===== config.mk =====
export PLATFORM = sky130hd
export DESIGN_NAME = mouse_packet_cursor_tracker
export DESIGN_NICKNAME = d
export VERILOG_FILES = /design/src/hw/rtl/mpct_pkg.sv /design/src/hw/rtl/mpct_assembler.sv /design/src/hw/rtl/mpct_cursor.sv /design/src/hw/rtl/mouse_packet_cursor_tracker.sv
export SDC_FILE = /design/constraint.sdc
export NUM_CORES = 1
export LEC_CHECK = 0
export ABC_CLOCK_PERIOD_IN_PS = 5430
export BUFFER_PORTS_ARGS = -buffer_cell sky130_fd_sc_hd__buf_4
export CORE_MARGIN = 2
export CORE_UTILIZATION = 60
export CTS_CLUSTER_DIAMETER = 200
export CTS_CLUSTER_SIZE = 14
export DETAILED_ROUTE_END_ITERATION = 10
export PLACE_DENSITY = 0.79
export SETUP_SLACK_MARGIN = 0.2
export SKIP_LAST_GASP = 1
export SLEW_MARGIN = 20
export SYNTH_ARGS = -nofsm -noshare
export SYNTH_HDL_FRONTEND = slang
export SYNTH_HIERARCHICAL = 1
export SYNTH_SLANG_ARGS = --single-unit

===== constraint.sdc =====
create_clock -name clk_i -period 5.43 [get_ports clk_i]
set_input_delay 1.086 -clock clk_i [delete_from_list [all_inputs] [get_ports clk_i]]
set_output_delay 1.086 -clock clk_i [all_outputs]
set_load 0.02 [all_outputs]

===== src/hw/rtl/mpct_pkg.sv =====
// Shared types and constants for the mouse packet cursor tracker.
package mpct_pkg;

  localparam int unsigned BYTE_BITS = 8;
  localparam int unsigned SIZE_BITS = 13;
  localparam int unsigned BTN_BITS  = 3;
  localparam int unsigned IDX_BITS  = 2;

  localparam logic [BYTE_BITS-1:0] SYNC_BIT    = 8'h08;
  localparam logic [BYTE_BITS-1:0] X_OVF_BIT   = 8'h40;
  localparam logic [BYTE_BITS-1:0] Y_OVF_BIT   = 8'h80;
  localparam logic [BYTE_BITS-1:0] BUTTON_MASK = 8'h07;

  localparam logic [SIZE_BITS-1:0] DEFAULT_WIDTH  = 13'd640;
  localparam logic [SIZE_BITS-1:0] DEFAULT_HEIGHT = 13'd480;

  // Configuration register indexes.
  localparam logic [IDX_BITS-1:0] REG_SCREEN_WIDTH  = 2'd0;
  localparam logic [IDX_BITS-1:0] REG_SCREEN_HEIGHT = 2'd1;

  // Position of the next byte within a packet.
  typedef enum logic [1:0] {
    BYTE_HEAD,
    BYTE_X,
    BYTE_Y
  } byte_pos_e;

  // One assembled packet.
  typedef struct packed {
    logic [BYTE_BITS-1:0] header;
    logic [BYTE_BITS-1:0] x_byte;
    logic [BYTE_BITS-1:0] y_byte;
  } pkt_t;

endpackage


===== src/hw/rtl/mpct_assembler.sv =====
// Byte framer: syncs on the header byte and assembles three-byte packets.
module mpct_assembler (
  input  logic          clk_i,
  input  logic          rst_ni,
  input  logic          in_valid_i,
  input  logic [7:0]    data_byte_i,
  output logic          in_stall_o,
  output logic          pkt_valid_o,
  output mpct_pkg::pkt_t pkt_o,
  input  logic          pkt_take_i
);
  import mpct_pkg::*;

  byte_pos_e            state_q, state_d;
  logic [BYTE_BITS-1:0] header_q, header_d;
  logic [BYTE_BITS-1:0] x_byte_q, x_byte_d;
  pkt_t                 pkt_q, pkt_d;
  logic                 pkt_valid_q, pkt_valid_d;
  logic                 accept;

  // Hold the input only when a finished packet cannot move on.
  assign in_stall_o = pkt_valid_q && !pkt_take_i;
  assign accept     = in_valid_i && !in_stall_o;

  always_ff @(posedge clk_i or negedge rst_ni) begin
    if (!rst_ni) begin
      state_q     <= BYTE_HEAD;
      pkt_valid_q <= 1'b0;
      header_q    <= '0;
      x_byte_q    <= '0;
    end else begin
      state_q     <= state_d;
      pkt_valid_q <= pkt_valid_d;
      header_q    <= header_d;
      x_byte_q    <= x_byte_d;
    end
  end

  always_ff @(posedge clk_i) begin
    pkt_q <= pkt_d;
  end

  always_comb begin
    state_d     = state_q;
    header_d    = header_q;
    x_byte_d    = x_byte_q;
    pkt_d       = pkt_q;
    pkt_valid_d = pkt_valid_q && !pkt_take_i;
    if (accept) begin
      unique case (state_q)
        BYTE_HEAD: begin
          // Drop bytes without the sync bit while hunting for a header.
          if ((data_byte_i & SYNC_BIT) != '0) begin
            header_d = data_byte_i;
            state_d  = BYTE_X;
          end
        end
        BYTE_X: begin
          x_byte_d = data_byte_i;
          state_d  = BYTE_Y;
        end
        BYTE_Y: begin
          pkt_d.header = header_q;
          pkt_d.x_byte = x_byte_q;
          pkt_d.y_byte = data_byte_i;
          pkt_valid_d  = 1'b1;
          state_d      = BYTE_HEAD;
        end
        default: begin
          state_d = BYTE_HEAD;
        end
      endcase
    end
  end

  assign pkt_valid_o = pkt_valid_q;
  assign pkt_o       = pkt_q;

  a_third_byte_emits: assert property (@(posedge clk_i) disable iff (!rst_ni)
    accept && state_q == BYTE_Y |=> pkt_valid_q && state_q == BYTE_HEAD)
    else $error("third byte did not produce a packet");

  a_no_sync_stays: assert property (@(posedge clk_i) disable iff (!rst_ni)
    accept && state_q == BYTE_HEAD && (data_byte_i & SYNC_BIT) == '0
    |=> state_q == BYTE_HEAD)
    else $error("byte without sync bit left header hunt");

  a_pending_packet_kept: assert property (@(posedge clk_i) disable iff (!rst_ni)
    pkt_valid_q && !pkt_take_i |=> pkt_valid_q)
    else $error("packet lost before it was taken");

endmodule


===== src/hw/rtl/mpct_cursor.sv =====
// Cursor update: applies packet deltas, clamps to the screen and holds the result.
module mpct_cursor #(
  parameter int unsigned COORD_BITS = 12,
  parameter int unsigned PW         = 12,
  parameter int unsigned SW         = 13
) (
  input  logic                  clk_i,
  input  logic                  rst_ni,
  input  logic                  pkt_valid_i,
  input  mpct_pkg::pkt_t        pkt_i,
  output logic                  pkt_take_o,
  input  logic [SW-1:0]         width_i,
  input  logic [SW-1:0]         height_i,
  output logic                  out_valid_o,
  input  logic                  out_stall_i,
  output logic [COORD_BITS-1:0] cursor_x_o,
  output logic [COORD_BITS-1:0] cursor_y_o,
  output logic [2:0]            buttons_o
);
  import mpct_pkg::*;

  localparam int unsigned CW = PW + SW + 3;

  logic [PW-1:0]       pos_x_q, pos_x_d;
  logic [PW-1:0]       pos_y_q, pos_y_d;
  logic [BTN_BITS-1:0] buttons_q;
  logic                out_valid_q, out_valid_d;
  logic [BYTE_BITS-1:0] dx, dy;
  logic signed [PW+1:0] sum_x, sum_y;
  logic signed [CW-1:0] ext_x, ext_y, lim_x, lim_y;
  logic [CW-1:0]        clamp_x, clamp_y;

  assign pkt_take_o = pkt_valid_i && (!out_valid_q || !out_stall_i);

  always_comb begin
    // Zero a delta whose overflow flag is set.
    dx = ((pkt_i.header & X_OVF_BIT) != '0) ? '0 : pkt_i.x_byte;
    dy = ((pkt_i.header & Y_OVF_BIT) != '0) ? '0 : pkt_i.y_byte;
    sum_x = $signed({2'b00, pos_x_q}) + $signed({{(PW-6){dx[7]}}, dx});
    sum_y = $signed({2'b00, pos_y_q}) - $signed({{(PW-6){dy[7]}}, dy});
    ext_x = {{(CW-PW-2){sum_x[PW+1]}}, sum_x};
    ext_y = {{(CW-PW-2){sum_y[PW+1]}}, sum_y};
    lim_x = $signed({{(CW-SW){1'b0}}, width_i});
    lim_y = $signed({{(CW-SW){1'b0}}, height_i});
    if (ext_x < 0) begin
      clamp_x = '0;
    end else if (ext_x >= lim_x) begin
      clamp_x = lim_x - CW'(1);
    end else begin
      clamp_x = ext_x;
    end
    if (ext_y < 0) begin
      clamp_y = '0;
    end else if (ext_y >= lim_y) begin
      clamp_y = lim_y - CW'(1);
    end else begin
      clamp_y = ext_y;
    end
    pos_x_d     = pkt_take_o ? clamp_x[PW-1:0] : pos_x_q;
    pos_y_d     = pkt_take_o ? clamp_y[PW-1:0] : pos_y_q;
    out_valid_d = pkt_take_o || (out_valid_q && out_stall_i);
  end

  always_ff @(posedge clk_i or negedge rst_ni) begin
    if (!rst_ni) begin
      out_valid_q <= 1'b0;
      pos_x_q     <= PW'(DEFAULT_WIDTH >> 1);
      pos_y_q     <= PW'(DEFAULT_HEIGHT >> 1);
    end else begin
      out_valid_q <= out_valid_d;
      pos_x_q     <= pos_x_d;
      pos_y_q     <= pos_y_d;
    end
  end

  always_ff @(posedge clk_i) begin
    if (pkt_take_o) begin
      buttons_q <= pkt_i.header[BTN_BITS-1:0];
    end
  end

  // The position registers double as the result payload; they move only on a take.
  assign out_valid_o = out_valid_q;
  assign cursor_x_o  = pos_x_q[COORD_BITS-1:0];
  assign cursor_y_o  = pos_y_q[COORD_BITS-1:0];
  assign buttons_o   = buttons_q;

  a_take_fills_output: assert property (@(posedge clk_i) disable iff (!rst_ni)
    pkt_take_o |=> out_valid_q)
    else $error("taken packet did not reach the output");

  a_x_in_screen: assert property (@(posedge clk_i) disable iff (!rst_ni)
    pkt_take_o |=> {{(CW-PW){1'b0}}, pos_x_q} < {{(CW-SW){1'b0}}, $past(width_i)})
    else $error("cursor x outside the screen");

  a_y_in_screen: assert property (@(posedge clk_i) disable iff (!rst_ni)
    pkt_take_o |=> {{(CW-PW){1'b0}}, pos_y_q} < {{(CW-SW){1'b0}}, $past(height_i)})
    else $error("cursor y outside the screen");

endmodule


===== src/hw/rtl/mouse_packet_cursor_tracker.sv =====
// Mouse packet cursor tracker: top level with screen size registers.
//
// Usage: feed raw mouse bytes on the input channel (in_valid_i, data_byte_i,
// in_stall_o). Bytes are framed into three-byte packets; while hunting for a
// header, bytes without the sync bit (bit 3) are dropped. Each complete
// packet yields one item on the output channel (out_valid_o, cursor_x_o,
// cursor_y_o, buttons_o, out_stall_i) after its third byte has passed
// through the packet register and then the cursor/output register.
// Throughput is one byte per cycle while in_stall_o is low; the cursor
// unit's add-and-clamp is the only arithmetic between these registers.
// When the receiver stalls, the result holds and one more packet waits in
// the packet register; in_stall_o rises while that waiting packet cannot
// move on, whatever byte comes next.
// Screen width and height are written through the cfg port (index 0 and 1),
// by the user only while no item is in flight; the block does not enforce
// it. A size of zero selects the default 640 x 480; sizes above 2^COORD_BITS
// are limited to it. Reset selects a 640 x 480 screen, puts the cursor at its
// center and empties both pipeline registers.
module mouse_packet_cursor_tracker #(
  parameter int unsigned COORD_BITS = 12
) (
  input  logic                  clk_i,
  input  logic                  rst_ni,
  input  logic                  in_valid_i,
  input  logic [7:0]            data_byte_i,
  output logic                  in_stall_o,
  output logic                  out_valid_o,
  input  logic                  out_stall_i,
  output logic [COORD_BITS-1:0] cursor_x_o,
  output logic [COORD_BITS-1:0] cursor_y_o,
  output logic [2:0]            buttons_o,
  input  logic                  cfg_valid_i,
  output logic                  cfg_ready_o,
  input  logic [1:0]            cfg_index_i,
  input  logic [12:0]           cfg_data_i
);
  import mpct_pkg::*;

  localparam int unsigned PW = (COORD_BITS < 10) ? 10 : COORD_BITS;
  localparam int unsigned SW = (COORD_BITS + 1 > SIZE_BITS) ? COORD_BITS + 1 : SIZE_BITS;
  localparam int unsigned LIMIT = 2 ** COORD_BITS;
  localparam logic [SW-1:0] SIZE_LIMIT = SW'(LIMIT);
  localparam logic [SW-1:0] RST_WIDTH  = (640 > LIMIT) ? SW'(LIMIT) : SW'(640);
  localparam logic [SW-1:0] RST_HEIGHT = (480 > LIMIT) ? SW'(LIMIT) : SW'(480);

  logic [SW-1:0] width_q, width_d;
  logic [SW-1:0] height_q, height_d;
  logic [SW-1:0] cfg_size;
  logic [SW-1:0] cfg_fallback;
  logic          cfg_write;
  logic          pkt_valid;
  logic          pkt_take;
  pkt_t          pkt;

  assign cfg_ready_o = 1'b1;
  assign cfg_write   = cfg_valid_i && cfg_ready_o;

  // Store the effective size: zero picks the default, large values saturate.
  always_comb begin
    cfg_fallback = (cfg_index_i == REG_SCREEN_WIDTH) ? SW'(DEFAULT_WIDTH)
                                                     : SW'(DEFAULT_HEIGHT);
    cfg_size = (cfg_data_i == '0) ? cfg_fallback : SW'(cfg_data_i);
    if (cfg_size > SIZE_LIMIT) begin
      cfg_size = SIZE_LIMIT;
    end
    width_d  = width_q;
    height_d = height_q;
    if (cfg_write) begin
      unique case (cfg_index_i)
        REG_SCREEN_WIDTH:  width_d  = cfg_size;
        REG_SCREEN_HEIGHT: height_d = cfg_size;
        default: begin
          width_d = width_q;
        end
      endcase
    end
  end

  always_ff @(posedge clk_i or negedge rst_ni) begin
    if (!rst_ni) begin
      width_q  <= RST_WIDTH;
      height_q <= RST_HEIGHT;
    end else begin
      width_q  <= width_d;
      height_q <= height_d;
    end
  end

  mpct_assembler u_assembler (
    .clk_i       (clk_i),
    .rst_ni      (rst_ni),
    .in_valid_i  (in_valid_i),
    .data_byte_i (data_byte_i),
    .in_stall_o  (in_stall_o),
    .pkt_valid_o (pkt_valid),
    .pkt_o       (pkt),
    .pkt_take_i  (pkt_take)
  );

  mpct_cursor #(
    .COORD_BITS (COORD_BITS),
    .PW         (PW),
    .SW         (SW)
  ) u_cursor (
    .clk_i       (clk_i),
    .rst_ni      (rst_ni),
    .pkt_valid_i (pkt_valid),
    .pkt_i       (pkt),
    .pkt_take_o  (pkt_take),
    .width_i     (width_q),
    .height_i    (height_q),
    .out_valid_o (out_valid_o),
    .out_stall_i (out_stall_i),
    .cursor_x_o  (cursor_x_o),
    .cursor_y_o  (cursor_y_o),
    .buttons_o   (buttons_o)
  );

endmodule


# --- Word level (Yosys, flattened, before mapping) ---
# Cells that the tools add are included.
# Widths: inputs -> output; s select.
totals:
  reg_bits: 97
  in_bits: 28
  out_inout_bits: 30
  word_cells: 58
op_classes:
  n_addsub: 4
  order_cmp: 5
  eq_ne: 4
  n_mux: 13
  reduce_logical: 19
ops:
  columns: ["op", "n"]
  rows:
  - ["$mux 12", 4]
  - ["$ge 14x14->1", 2]
  - ["$lt 14x1->1 const B", 2]
  - ["$mux 13", 2]
  - ["$sub 12x1->12 const B", 2]
  - ["$mux 8", 2]
  - ["$add 13x8->14", 1]
  - ["$sub 13x8->14", 1]
  - ["$gt 13x13->1 const B", 1]
  - ["$logic_not 13->1", 1]
  - ["$mux 10", 1]
  - ["$reduce_and 2->1", 5]
  - ["$eq 2x1->1 const B", 2]
  - ["$logic_and 1x1->1", 4]
  - ["$logic_not 1->1", 4]
  - ["$logic_not 2->1", 2]
  - ["$pmux 2 s2", 1]
  - ["$reduce_and 3->1", 1]
  - ["$eq 2x2->1 const B", 1]
  - ["$logic_or 1x1->1", 2]
  - ["$mux 1", 2]
  - ["$mux 2", 1]
  - ["$ne 2x2->1 const B", 1]

# --- Logic depth before layout (Yosys ltp) ---
# Gate-level depths: netlist of run 1.
depth:
  ltp_word: 8
  depth_mapped: 18
  mapped_depth_nobuf: 17

# --- By module ---
# The synthesis of run 1 kept the hierarchy.
modules_own_cells:
  columns: ["mod", "instances", "cells_each", "area_each_um2", "seq_area_each_um2"]
  rows:
  - ["mpct_cursor", 1, 401, 3453.3, 723.2]
  - ["mpct_assembler", 1, 71, 1506.4, 1196.1]
  - ["mouse_packet_cursor_tracker", 1, 118, 1166.1, 658.1]

# --- Worst setup path after synthesis of run 1 ---
# No wires, ideal clock.
synth_path:
  path_type: "register to register"
  from: "reg u_assembler.pkt_q, in the netlist u_assembler/pkt_o[22]"
  to: "reg u_cursor.pos_x_q[1], in the netlist u_cursor/cursor_x_o[1]"
  setup_ns: 0.122
  arrival_ns: 3.622
  required_time_ns: 5.308
  path_slack_ns: 1.686
  stages_incl_launch_ff: 17
  path_buffers: 1
  synth_period_minus_slack_ns: 3.744
  path_cell_list: "edfxtp_1 > and2b_1 > ha_1 > a21o_1 > nand4_1 > nand3_1 > a31oi_2 > mux2i_2 > xor2_1 > ha_1 > o21a_1 > o21ai_1 > or4_1 > o211ai_2 > buf_6 > nand2_1 > a32o_1"
synth_via:
  elab_chain_len: 5
  word_cells_on_any_way: 6
  classes_between: "add/sub (1); order compare (2); mux (3)"
synth_lines:
  columns: ["element", "line_no", "source"]
  rows:
  - ["start, declared", "mpct_assembler.sv:17", "pkt_t pkt_q, pkt_d;"]
  - ["start signal, assigned", "mpct_assembler.sv:40", "pkt_q <= pkt_d;"]
  - ["$mux 8 (*)", "mpct_cursor.sv:37", "dx = ((pkt_i.header & X_OVF_BIT) != '0) ? '0 : pkt_i.x_byte;"]
  - ["$add 13x8->14 (*)", "mpct_cursor.sv:39", "sum_x = $signed({2'b00, pos_x_q}) + $signed({{(PW-6){dx[7]}}, dx});"]
  - ["$ge 14x14->1", "mpct_cursor.sv:47", "end else if (ext_x >= lim_x) begin"]
  - ["$mux 12", "mpct_cursor.sv:47", null]
  - ["$mux 12 (*)", "mpct_cursor.sv:45", "if (ext_x < 0) begin"]
  - ["end signal, assigned", "mpct_cursor.sv:67", "pos_x_q <= PW'(DEFAULT_WIDTH >> 1);"]
  - ["end signal, assigned", "mpct_cursor.sv:71", "pos_x_q <= pos_x_d;"]
  - ["end, declared", "mpct_cursor.sv:24", "logic [PW-1:0] pos_x_q, pos_x_d;"]
# Every way passes the cells marked *; elsewhere a longest branch is shown, timed or not.
# A chain may end at the register's enable or synchronous reset.

# --- Final worst setup path of run 1 ---
layout_path:
  from: "reg u_assembler.pkt_q, in the netlist u_assembler/pkt_o[23]"
  to: "reg u_cursor.pos_y_q[8], in the netlist u_cursor/cursor_y_o[8]"
layout_via:
  elab_chain_len: 5
  word_cells_on_any_way: 6
  classes_between: "add/sub (1); order compare (2); mux (3)"
layout_lines:
  columns: ["element", "line_no", "source"]
  rows:
  - ["$mux 8 (*)", "mpct_cursor.sv:38", "dy = ((pkt_i.header & Y_OVF_BIT) != '0) ? '0 : pkt_i.y_byte;"]
  - ["$sub 13x8->14 (*)", "mpct_cursor.sv:40", "sum_y = $signed({2'b00, pos_y_q}) - $signed({{(PW-6){dy[7]}}, dy});"]
  - ["$ge 14x14->1", "mpct_cursor.sv:54", "end else if (ext_y >= lim_y) begin"]
  - ["$mux 12", "mpct_cursor.sv:54", null]
  - ["$mux 12 (*)", "mpct_cursor.sv:52", "if (ext_y < 0) begin"]
  - ["end signal, assigned", "mpct_cursor.sv:68", "pos_y_q <= PW'(DEFAULT_HEIGHT >> 1);"]
  - ["end signal, assigned", "mpct_cursor.sv:72", "pos_y_q <= pos_y_d;"]
  - ["end, declared", "mpct_cursor.sv:25", "logic [PW-1:0] pos_y_q, pos_y_d;"]
# Marks and branches as above.

==> metrics.csv, run 1 <==
stage,metric,value,unit
detailed_routing,vias,4498,
timing,final.setup_skew,0.00911,ns
finish,stdcell_count,772,
floorplan,die_w,103,µm
yosys,yosysWarnings,6,
cts,clk_pin_slew,0.11,ns
floorplan,pin_count,58,
cts,clock-sinks,91,
floorplan,die_h,103,µm
detailed_routing,drtIter0Drc,270,
yosys,syn_area,0.00593,mm²
timing,setup_viol,0,
finish,layout_common_cells,"78 x nand2_1, 57 x buf_4, 55 x dfrtp_1",
detailed_routing,drt_pass1_iterations,4,
placement,io_buffers,56,
worst_setup_path,cpMaxStageDelayCell,a32oi_2,
global_routing,grt_remaining_overflow,0,
timing,setup_tns,0,ns
timing,hold_viol,0,
detailed_routing,finalWirelength,13600,µm
timing,slew_headroom,0.343,
placement,place_inst,756,
cts,ctsHoldBuffers,0,
timing,period_minus_slack,4.43,ns
worst_setup_path,endpoint_kind,register,
yosys,avgSynthCellArea,10.2,µm²
timing,tightest_slew,0.986,ns
finish,antenna_cells,0,
placement,pre_cts_slack,1.09,ns
placement,place_congestion,0.930,
worst_setup_path,critical-path-max-stage-delay,0.82,ns
yosys,syn_nets,660,
worst_setup_path,critPathKind,reg2reg,
detailed_routing,drc_errors,0,
global_routing,grt_pass1_vias,4433,
worst_setup_path,start_kind,register,
floorplan,core,0.00968,mm²
worst_setup_path,crit_chain,nand2b_1 -> ha_1 -> a21oi_1 -> nand2_1 -> and3_1 -> a221o_2 -> xor2_1 -> ha_1 -> and4_1 -> o2111ai_1 -> a32oi_2 -> nand2_1 -> a32o_1,
finish,nNetsFinal,713,
cts,post_cts_buffers,0,
finish,final_common_cell,nand2_1,
detailed_routing,viasPerCell,5.83,
floorplan,rows,36,
pwr,max-vdd-ir-drop,0.373,mV
worst_setup_path,crit_fanout,16,
detailed_routing,wl_per_cell,17.6,µm
cts,worstSkewPairLatency,0.38,ns
timing,fmax,226,MHz
finish,drive_above_1_share,0.213,
worst_setup_path,worstPathRequired,5.70,ns
cts,clk_path_buf_depth,2,
finish,areaGrowthSynthToFinish,11.4,%
detailed_routing,ant_nets,0,
timing,final-max-slew-violation-count,0,
placement,hpwl,10500,µm
worst_setup_path,arrival,4.70,ns
timing,fin_ws,1.00,ns
cts,h-tree-depth,3,
pwr,power.leakage,2.94,nW
worst_hold_path,min_path_type,reg2reg,
flow_run,drv_cap,0,
timing,period_share,0.815,
cts,cts_tree,yes,
cts,cts_root_buffer,clkbuf_8,
floorplan,die-area,0.0107,mm²
global_routing,antenna_found_initial,0,
cts,cts_buffers,9,
outcome,status,completed,
finish,utilization,0.682,
finish,fillers,752,
global_routing,groute.usage.overall,0.271,
yosys,syn_inst,581,
global_routing,grt_pass1_wl,21900,µm
cts,cts_resized,0,
floorplan,initial_utilization,0.613,
timing,rsz0062_at_grt,false,
pwr,p_per_area,610,mW/mm²
global_routing,grt_max_degree,68,
worst max-delay path: cells and delay by family, from the launching register on:
| family | cells | cell delay, ns |
|---|---|---|
| DFF | 1 | 0.48 |
| AOI/OAI and AO/OA | 5 | 1.87 |
| adders and majority gates | 2 | 0.76 |
| xor gates and xnor gates | 1 | 0.17 |
| and+or+nand+nor | 5 | 1.04 |
through the flow:
step / hold WS, ns / area [µm²] / total power, mW
2_1_floorplan: 0.400 / 5930 / 2.98
5_1_grt: 0.435 / 6610 / 4.35
3_3_place_gp: 0.411 / 6400 / 3.45
4_1_cts: 0.431 / 6610 / 4.01
6_report: 0.428 / 6610 / 4.03
3_5_place_dp: 0.405 / 6400 / 3.54
flip-flops by register name (all words and copies together), names as in the netlist:
signal / flops
u_assembler/pkt_o: 21
height_q: 13
width_q: 13
u_cursor/cursor_x_o: 12
u_cursor/cursor_y_o: 12
u_assembler/x_byte_q: 8
u_assembler/header_q: 5
u_cursor/buttons_o: 3
u_assembler/state_q: 2
u_assembler/pkt_valid_o: 1
u_cursor/out_valid_o: 1
path summary, 6_finish.rpt:
path                                             from                 endpoint  slack (ns)  cells after the start
worst max-delay path            u_assembler/pkt_o[23]   u_cursor/cursor_y_o[8]        1.00                     13
worst min register to register  u_assembler/pkt_o[18]    u_cursor/buttons_o[2]        0.43                      0
max in group asynchronous                      rst_ni  u_assembler/header_q[1]        4.07                      1
min in group asynchronous                      rst_ni               width_q[6]        0.81                      1
worst max register to register  u_assembler/pkt_o[23]   u_cursor/cursor_y_o[8]        1.00                     13
worst min-delay path            u_assembler/pkt_o[18]    u_cursor/buttons_o[2]        0.43                      0
routing by layer:
metal  vias to the layer above  global-route usage  part of all wire
met5                         -                   0                 0
met4                         0              0.0931             0.021
met3                        27              0.0403             0.045
met2                       128               0.432              0.48
met1                      2172               0.382              0.46
li1                       2171                   -                 -
final cells by class:
type,instances,area (µm²),area share
multi-input cells,435,3240,0.491
flip-flops and latches,91,2410,0.365
repair buffers,57,428,0.0648
well taps,133,166,0.0252
inverters,40,150,0.0227
clock buffers,9,124,0.0188
clock inverters,7,81.3,0.0123
where the power goes:
| group | internal, mW | total [mW] | leakage [nW] | switching, mW |
|---|---|---|---|---|
| sequential | 0.941 | 1.14 | 1.04 | 0.194 |
| combinational | 1.06 | 2.43 | 1.79 | 1.37 |
| clock | 0.183 | 0.464 | 0.103 | 0.282 |
| total | 2.18 | 4.03 | 2.94 | 1.85 |
Power figures use the tool's default switching activity.
==> inputs of run 2 (changes only) <==
--- a/config.mk
+++ b/config.mk
@@ -5,14 +5,14 @@
 export SDC_FILE = /design/constraint.sdc
 export NUM_CORES = 1
 export LEC_CHECK = 0
-export ABC_CLOCK_PERIOD_IN_PS = 5430
+export ABC_CLOCK_PERIOD_IN_PS = 3850
 export BUFFER_PORTS_ARGS = -buffer_cell sky130_fd_sc_hd__buf_4
 export CORE_MARGIN = 2
-export CORE_UTILIZATION = 60
+export CORE_UTILIZATION = 55
 export CTS_CLUSTER_DIAMETER = 200
 export CTS_CLUSTER_SIZE = 14
 export DETAILED_ROUTE_END_ITERATION = 10
-export PLACE_DENSITY = 0.79
+export PLACE_DENSITY = 0.76
 export SETUP_SLACK_MARGIN = 0.2
 export SKIP_LAST_GASP = 1
 export SLEW_MARGIN = 20
==> constraint.sdc (replaced) <==
create_clock -name clk_i -period 3.85 [get_ports clk_i]
set_input_delay 0.77 -clock clk_i [delete_from_list [all_inputs] [get_ports clk_i]]
set_output_delay 0.77 -clock clk_i [all_outputs]
set_load 0.02 [all_outputs]
==> run 2 against run 1 <==
Compared with the run above:
- the run now ends with negative setup slack left
- die area is 8.7% higher
- register-to-register slack got worse by 1.2 ns
- sequential power rose by 44%
- cell count is 6.2% higher
- first-iteration DRC count grew 62%
- clock power increased by 45%
- sequential share of layout area is 4.3 points lower
- utilization up 3.6 points
- combinational power rose by 110%
- via count is 12% higher
- highest routed layer unchanged
==> metrics.csv, run 2 (same netlist as run 1, synthesis figures left out) <==
stage,metric,value,unit,change
outcome,status,"complete, but fails checks",,
outcome,violations,negative setup slack,,
timing,final.setup_skew,0.0116,ns,+0.00249 ns
timing,period_share,1.05,,+0.234
placement,place_inst,767,,+1.5%
detailed_routing,ant_nets,0,,unchanged
worst_hold_path,min_to,u_cursor/buttons_o[1],,
global_routing,grt_max_degree,68,,unchanged
worst_setup_path,critical-path-top-delay-family,simple AND/OR/NAND/NOR gates,,
floorplan,core,0.0104,mm²,+7.6%
pwr,power.leakage,3.26,nW,+11%
floorplan,initial_utilization,0.569,,-0.0430
detailed_routing,drc_errors,0,,unchanged
floorplan,die_w,108,µm,+4.3%
detailed_routing,finalWirelength,16500,µm,+22%
finish,antenna_cells,0,,unchanged
worst_setup_path,cpMaxStageDelayCell,or4_4,,
cts,cts_root_buffer,clkbuf_8,,
timing,fin_ws,-0.191,ns,-1.19 ns
timing,rsz0062_at_grt,true,,
pwr,p_per_area,997,mW/mm²,+63%
cts,h-tree-depth,3,,unchanged
flow_run,drv_cap,0,,unchanged
worst_setup_path,r2r_start,u_assembler/pkt_o[22],,
worst_hold_path,min_from,u_assembler/pkt_o[17],,
detailed_routing,drt_pass1_iterations,7,,+3
detailed_routing,vias,5052,,+12%
worst_setup_path,crit_chain,buf_4 -> nor2b_1 -> ha_1 -> nand3_1 -> nand3_2 -> a31oi_4 -> buf_4 -> mux2i_1 -> xnor2_1 -> inv_1 -> ha_4 -> and3_1 -> o2111ai_2 -> or4_4 -> o211ai_4 -> nor2_1 -> a21oi_2 -> o21ai_1,,
worst_hold_path,min_path_type,reg2reg,,
worst_setup_path,r2r-end,u_cursor/cursor_x_o[0],,
placement,io_buffers,56,,unchanged
cts,clk_pin_slew,0.10,ns,about the same
cts,cts_tree,yes,,
timing,slew_headroom,0.410,,+0.0678
global_routing,grt_pass1_vias,4886,,+10%
finish,stdcell_count,820,,+6.2%
timing,period_minus_slack,4.04,ns,-0.387 ns
finish,final_common_cell,buf_4,,
worst_setup_path,arrival,4.28,ns,-0.42 ns
detailed_routing,drtIter0Drc,437,,+62%
cts,clk_path_buf_depth,2,,unchanged
timing,setup_viol,10,,+10
placement,hpwl,10500,µm,about the same
worst_setup_path,critPathKind,reg2reg,,
timing,fmax,247,MHz,+9.6%
timing,tightest_slew,0.885,ns,-0.102 ns
timing,hold_viol,0,,unchanged
worst_setup_path,critical-path-max-stage-delay,0.52,ns,-0.30 ns
detailed_routing,viasPerCell,6.16,,+5.7%
timing,final-max-slew-violation-count,0,,unchanged
cts,worstSkewPairLatency,0.37,ns,about the same
placement,place_congestion,0.919,,-1.1%
worst_setup_path,r2r_slack,-0.19,ns,-1.19 ns
floorplan,die_h,108,µm,+4.3%
worst_setup_path,startpoint,u_assembler/pkt_o[22],,
worst_setup_path,rr_worst_depth,18,,+5
floorplan,pin_count,58,,unchanged
detailed_routing,wl_per_cell,20.1,µm,+15%
finish,nNetsFinal,758,,+6.3%
worst_setup_path,start_kind,register,,
global_routing,grt_remaining_overflow,0,,unchanged
pwr,max-vdd-ir-drop,0.545,mV,+46%
worst_setup_path,crit_top_cell,buf_4,,
worst_setup_path,worstPathRequired,4.09,ns,-1.61 ns
worst_setup_path,worst-path-buf-inv,3,,+3
placement,pre_cts_slack,-0.171,ns,-1.26 ns
worst_setup_path,endpoint_kind,register,,
worst_setup_path,crit_fanout,6,,-10
worst_hold_path,min_path_cells,0,,unchanged
floorplan,rows,37,,+2.8%
global_routing,antenna_found_initial,0,,unchanged
finish,drive_above_1_share,0.364,,+0.151
finish,largest_reg_flops,21,,unchanged
cts,cts_buffers,9,,unchanged
floorplan,die-area,0.0116,mm²,+8.7%
global_routing,grt_pass1_wl,24600,µm,+12%
global_routing,groute.usage.overall,0.275,,+0.00344
cts,clock-sinks,91,,unchanged
finish,areaGrowthSynthToFinish,26.1,%,
finish,layout_common_cells,"91 x buf_4, 75 x nand2_1, 55 x dfrtp_1",,
run 2: cell types whose count changed in the layout (fill, tap and decap cells not counted), sizes merged:
cell and change:
clkinvlp +1, o211ai +3, bufinv +1, clkbuf +2
buf +42, inv -1, clkinv -3
run 2: timing repair:
item / 4_1_cts / 5_1_grt
gates resized for setup: 41 / 61
setup endpoints to repair: 22 / 24
endpoints found under the hold margin: 0 / 0
hold buffers: 0 / 0
gates cloned: 2 / 1
pin swaps: 36 / 42
buffers inserted: 21 / 13
run 2: final cells by class:
type,count,area (µm²)
fill,693,2940
tap,136,170
multi-input combinational,438,3780
sequential,91,2410
inverter,40,150
timing repair buffer,99,773
clock buffer,11,131
clock inverter,5,63.8
run 2: routing by layer:
layer  up-vias  track usage  share of wire
li1       2269            -              -
met1      2425        0.366           0.41
met2       285        0.445           0.48
met3        73       0.0508          0.079
met4         0        0.107          0.039
met5         -            0              0
run 2: worst max-delay path by stage:
stage,depth (start not counted),endpoint
floorplan,16,u_cursor/cursor_x_o[1]
global placement,16,u_cursor/cursor_x_o[1]
detailed placement,16,u_cursor/cursor_x_o[0]
CTS,16,u_cursor/cursor_x_o[4]
global route,18,u_cursor/cursor_x_o[0]
finish,18,u_cursor/cursor_x_o[0]
run 2: per-stage QoR:
| stage | setup TNS (ns) | instance area [µm²] | power [mW] | hold slack (ns) | utilization |
|---|---|---|---|---|---|
| after floorplan | 0 | 5950 | 4.22 | 0.400 | - |
| after global placement | 0 | 6490 | 4.97 | 0.407 | 0.623 |
| after detailed placement | -1.13 | 6490 | 5.12 | 0.412 | 0.623 |
| after CTS | 0 | 7040 | 6.49 | 0.420 | 0.676 |
| after global routing | -3.10 | 7480 | 7.88 | 0.442 | 0.718 |
| final | -1.10 | 7480 | 7.45 | 0.418 | 0.718 |
run 2: where the power goes:
part | switching [mW] | total [mW] | internal, mW
clock | 0.369 | 0.675 | 0.306
sequential | 0.308 | 1.64 | 1.33
combinational | 2.67 | 5.14 | 2.47
total | 3.35 | 7.45 | 4.10
==> inputs of run 3 (changes only) <==
--- a/config.mk
+++ b/config.mk
@@ -8,15 +8,14 @@
 export ABC_CLOCK_PERIOD_IN_PS = 3850
 export BUFFER_PORTS_ARGS = -buffer_cell sky130_fd_sc_hd__buf_4
 export CORE_MARGIN = 2
-export CORE_UTILIZATION = 55
+export CORE_UTILIZATION = 54
 export CTS_CLUSTER_DIAMETER = 200
 export CTS_CLUSTER_SIZE = 14
 export DETAILED_ROUTE_END_ITERATION = 10
-export PLACE_DENSITY = 0.76
+export PLACE_DENSITY = 0.75
 export SETUP_SLACK_MARGIN = 0.2
 export SKIP_LAST_GASP = 1
 export SLEW_MARGIN = 20
 export SYNTH_ARGS = -nofsm -noshare
 export SYNTH_HDL_FRONTEND = slang
-export SYNTH_HIERARCHICAL = 1
 export SYNTH_SLANG_ARGS = --single-unit
==> run 3 against run 2 <==
Compared with the run above:
- the run still ends with negative setup slack left
- critical path depth rose by 2
- fmax rose by 3.7%
- via count fell by 8.1%
- combinational power fell by 8.9%
- non-clock buffer count rose by 2
- cell area fell by 1.3%
- critical endpoint is now u_cursor.cursor_x_o[4]
==> metrics.csv, run 3 <==
stage,metric,value,unit,change
outcome,status,"complete, but fails checks",,
outcome,violations,negative setup slack,,
worst_hold_path,min_path_cells,0,,unchanged
floorplan,die-area,0.0115,mm²,-0.93%
timing,fin_ws,-0.0481,ns,+0.143 ns
finish,design_area,0.00738,mm²,-1.3%
yosys,ys.flop_type,dfrtp_1,,
pwr,power.leakage,3.23,nW,-0.97%
timing,final-max-slew-violation-count,0,,unchanged
yosys,ys_types,68,,
floorplan,die_h,107,µm,-0.46%
yosys,synth_edf_count,24,,
worst_hold_path,min_path_type,reg2reg,,
worst_setup_path,arrival,4.18,ns,-0.10 ns
yosys,async_reset_ff_frac,0.736,,
yosys,ys_seq_area_frac,0.418,,
timing,tightest_slew,1.08,ns,+0.198 ns
yosys,yosysWarnings,0,,-6
timing,hold_viol,0,,unchanged
timing,period_share,1.01,,-0.0371
cts,cts_root_buffer,clkbuf_8,,
finish,layout_common_cells,"93 x buf_4, 79 x nand2_1, 54 x dfrtp_1",,
finish,drive_above_1_share,0.343,,-0.0209
finish,ff_latch_area,0.00241,mm²,about the same
timing,period_minus_slack,3.90,ns,-0.143 ns
worst_setup_path,worstPathRequired,4.13,ns,+0.04 ns
finish,nNetsFinal,756,,-0.26%
timing,setup_viol,5,,-5
yosys,synthTopCellsByCount,"84 x nand2_1, 55 x dfrtp_1, 49 x ha_1",,
timing,fmax,257,MHz,+3.7%
cts,ctsHoldBuffers,0,,unchanged
yosys,yosysTopAreaCellShare,0.239,,
detailed_routing,drc_errors,0,,unchanged
finish,antenna_cells,0,,unchanged
floorplan,rows,37,,unchanged
worst_setup_path,cpMaxStageDelayCell,edfxtp_1,,
yosys,syn_area,0.00577,mm²,-2.8%
global_routing,grt_pass1_vias,4659,,-4.6%
detailed_routing,vias,4643,,-8.1%
detailed_routing,finalWirelength,14700,µm,-11%
finish,utilization,0.712,,-0.00621
worst_setup_path,start_kind,register,,
detailed_routing,drtIter0Drc,252,,-42%
worst_setup_path,crit_chain,nor2b_4 -> ha_4 -> fa_2 -> a21oi_2 -> o21ai_1 -> or3_4 -> a21oi_4 -> mux2i_1 -> xnor2_1 -> inv_1 -> ha_4 -> nand2_2 -> nor2_2 -> a211oi_2 -> buf_4 -> buf_6 -> a31oi_4 -> buf_12 -> mux2i_1 -> o21ai_1,,
floorplan,core,0.0104,mm²,-0.44%
detailed_routing,drt_pass1_iterations,5,,-2
placement,hpwl,9890,µm,-6.2%
cts,h-tree-depth,3,,unchanged
floorplan,initial_utilization,0.556,,-0.0133
finish,multi_input_area,0.00359,mm²,-5.1%
placement,pre_cts_slack,-0.147,ns,+0.0245 ns
cts,clk_path_buf_depth,2,,unchanged
worst_setup_path,crit_cells,20,,+2
yosys,synthMostInstantiatedCell,nand2_1,,
global_routing,antenna_found_initial,0,,unchanged
detailed_routing,ant_nets,0,,unchanged
flow_run,drv_cap,0,,unchanged
worst_setup_path,critical-path-top-delay-family,adder cells,,
cts,cts_tree,yes,,
finish,largest_reg_flops,21,,unchanged
cts,clock-sinks,91,,unchanged
global_routing,grt_max_degree,68,,unchanged
worst_setup_path,critPathKind,reg2reg,,
cts,cts_buffers,9,,unchanged
global_routing,groute.usage.overall,0.262,,-0.0125
finish,stdcell_count,818,,-0.24%
yosys,synth_top_area_cell,dfrtp_1,,
finish,final_common_cell,buf_4,,
placement,io_buffers,56,,unchanged
worst_setup_path,worst-path-buf-inv,4,,+1
worst_hold_path,min_from,u_assembler.pkt_o[17],,
global_routing,grt_remaining_overflow,0,,unchanged
pwr,p_per_area,933,mW/mm²,-6.3%
worst_setup_path,rr_worst_depth,20,,+2
timing,rsz0062_at_grt,true,,
timing,final.setup_skew,0.0146,ns,+0.00298 ns
floorplan,die_w,107,µm,-0.46%
worst_setup_path,endpoint_kind,register,,
worst_setup_path,crit_fanout,6,,unchanged
finish,areaGrowthSynthToFinish,28.0,%,
detailed_routing,wl_per_cell,17.9,µm,-11%
yosys,synth_area_leaders,"dfrtp_1 24%, edfxtp_1 12%, ha_1 11%",,
timing,slew_headroom,0.275,,-0.136
worst_setup_path,critical-path-max-stage-delay,0.45,ns,-0.07 ns
placement,dpl_cell_area,0.00649,mm²,about the same
placement,place_congestion,0.926,,+0.73%
pwr,p_total,6.89,mW,-7.6%
cts,clk_pin_slew,0.10,ns,about the same
floorplan,pin_count,58,,unchanged
global_routing,grt_pass1_wl,23200,µm,-5.7%
timing,finalHoldWorstSlack,0.431,ns,+0.0137 ns
timing,setup_tns,-0.138,ns,+0.962 ns
finish,fillers,768,,+11%
pwr,max-vdd-ir-drop,0.759,mV,+39%
worst_setup_path,r2r_start,u_assembler.pkt_o[22],,
detailed_routing,viasPerCell,5.68,,-7.9%
placement,place_inst,781,,+1.8%
yosys,syn_inst,579,,-0.34%
yosys,avgSynthCellArea,9.96,µm²,-2.4%
yosys,ys_seq_elements,91,,
worst_setup_path,startpoint,u_assembler.pkt_o[22],,
cts,worstSkewPairLatency,0.39,ns,+0.02 ns
yosys,syn_nets,658,,-0.30%
-- run 3: changes by cell type in the layout (fill, tap and decap cells not counted), sizes merged, moves of 4 or more --
cell,previous run,this run
a21oi,22,17
inv,41,51
mux2i,13,20
mux2,13,17
or2,9,5
o21a,8,2
o31ai,7,15
nand2,80,84
xnor2,34,30
and2b,4,0
-- run 3: cell families after synthesis --
logic type / after synthesis / synth area share
adder cells (fa/ha/maj): 52 / 0.115
flip-flops: 91 / 0.418
other: 1 / 0.000650
buffers and inverters: 63 / 0.0475
AND/OR/NAND/NOR: 184 / 0.154
XOR/XNOR: 38 / 0.0577
multiplexers: 37 / 0.0679
AO/OA/AOI/OAI: 113 / 0.139
-- run 3: where the power goes --
part           total, mW  switching (mW)  internal, mW
Clock              0.706           0.377         0.329
Sequential          1.50           0.238          1.27
Combinational       4.68            2.37          2.31
-- run 3: layer usage --
metal / up-vias / GRT usage / routed length [µm]
met2: 125 / 0.458 / 7350
li1: 2246 / - / -
met1: 2239 / 0.322 / 6180
met3: 33 / 0.0575 / 710
met5: - / 0 / 0
met4: 0 / 0.0879 / 413
-- run 3: final timing paths --
check	endpoint	slack (ns)
worst max register to register	u_cursor.cursor_x_o[4]	-0.05
min in group asynchronous	u_cursor.cursor_y_o[8]	0.52
worst min-delay path	u_cursor.buttons_o[1]	0.43
max in group asynchronous	u_cursor.cursor_x_o[0]	2.71
worst min register to register	u_cursor.buttons_o[1]	0.43
worst max-delay path	u_cursor.cursor_x_o[4]	-0.05
-- run 3: repair_timing --
action,in CTS,in global routing
gates resized for setup,53,38
pin swaps,27,17
setup buffers,14,5
endpoints found under the setup margin,24,24
cloned,2,0
-- run 3: area by class of cell --
| cell class | instances | area share |
|---|---|---|
| clock buffer | 10 | 0.0186 |
| clock inverter | 6 | 0.0102 |
| inverter | 47 | 0.0239 |
| multi-input combinational | 427 | 0.486 |
| sequential | 91 | 0.327 |
| tap | 136 | 0.0231 |
| timing repair buffer | 101 | 0.111 |
-- run 3: worst reg2reg max path: cells and delay by family (launching register included) --
kind | cells | cell delay [ns]
muxes | 2 | 0.44
AOI/OAI and AO/OA | 6 | 0.80
and+or+nand+nor | 4 | 0.62
buffers and inverters | 4 | 0.54
adders and majority gates | 3 | 0.79
DFF | 1 | 0.45
xor gates and xnor gates | 1 | 0.15
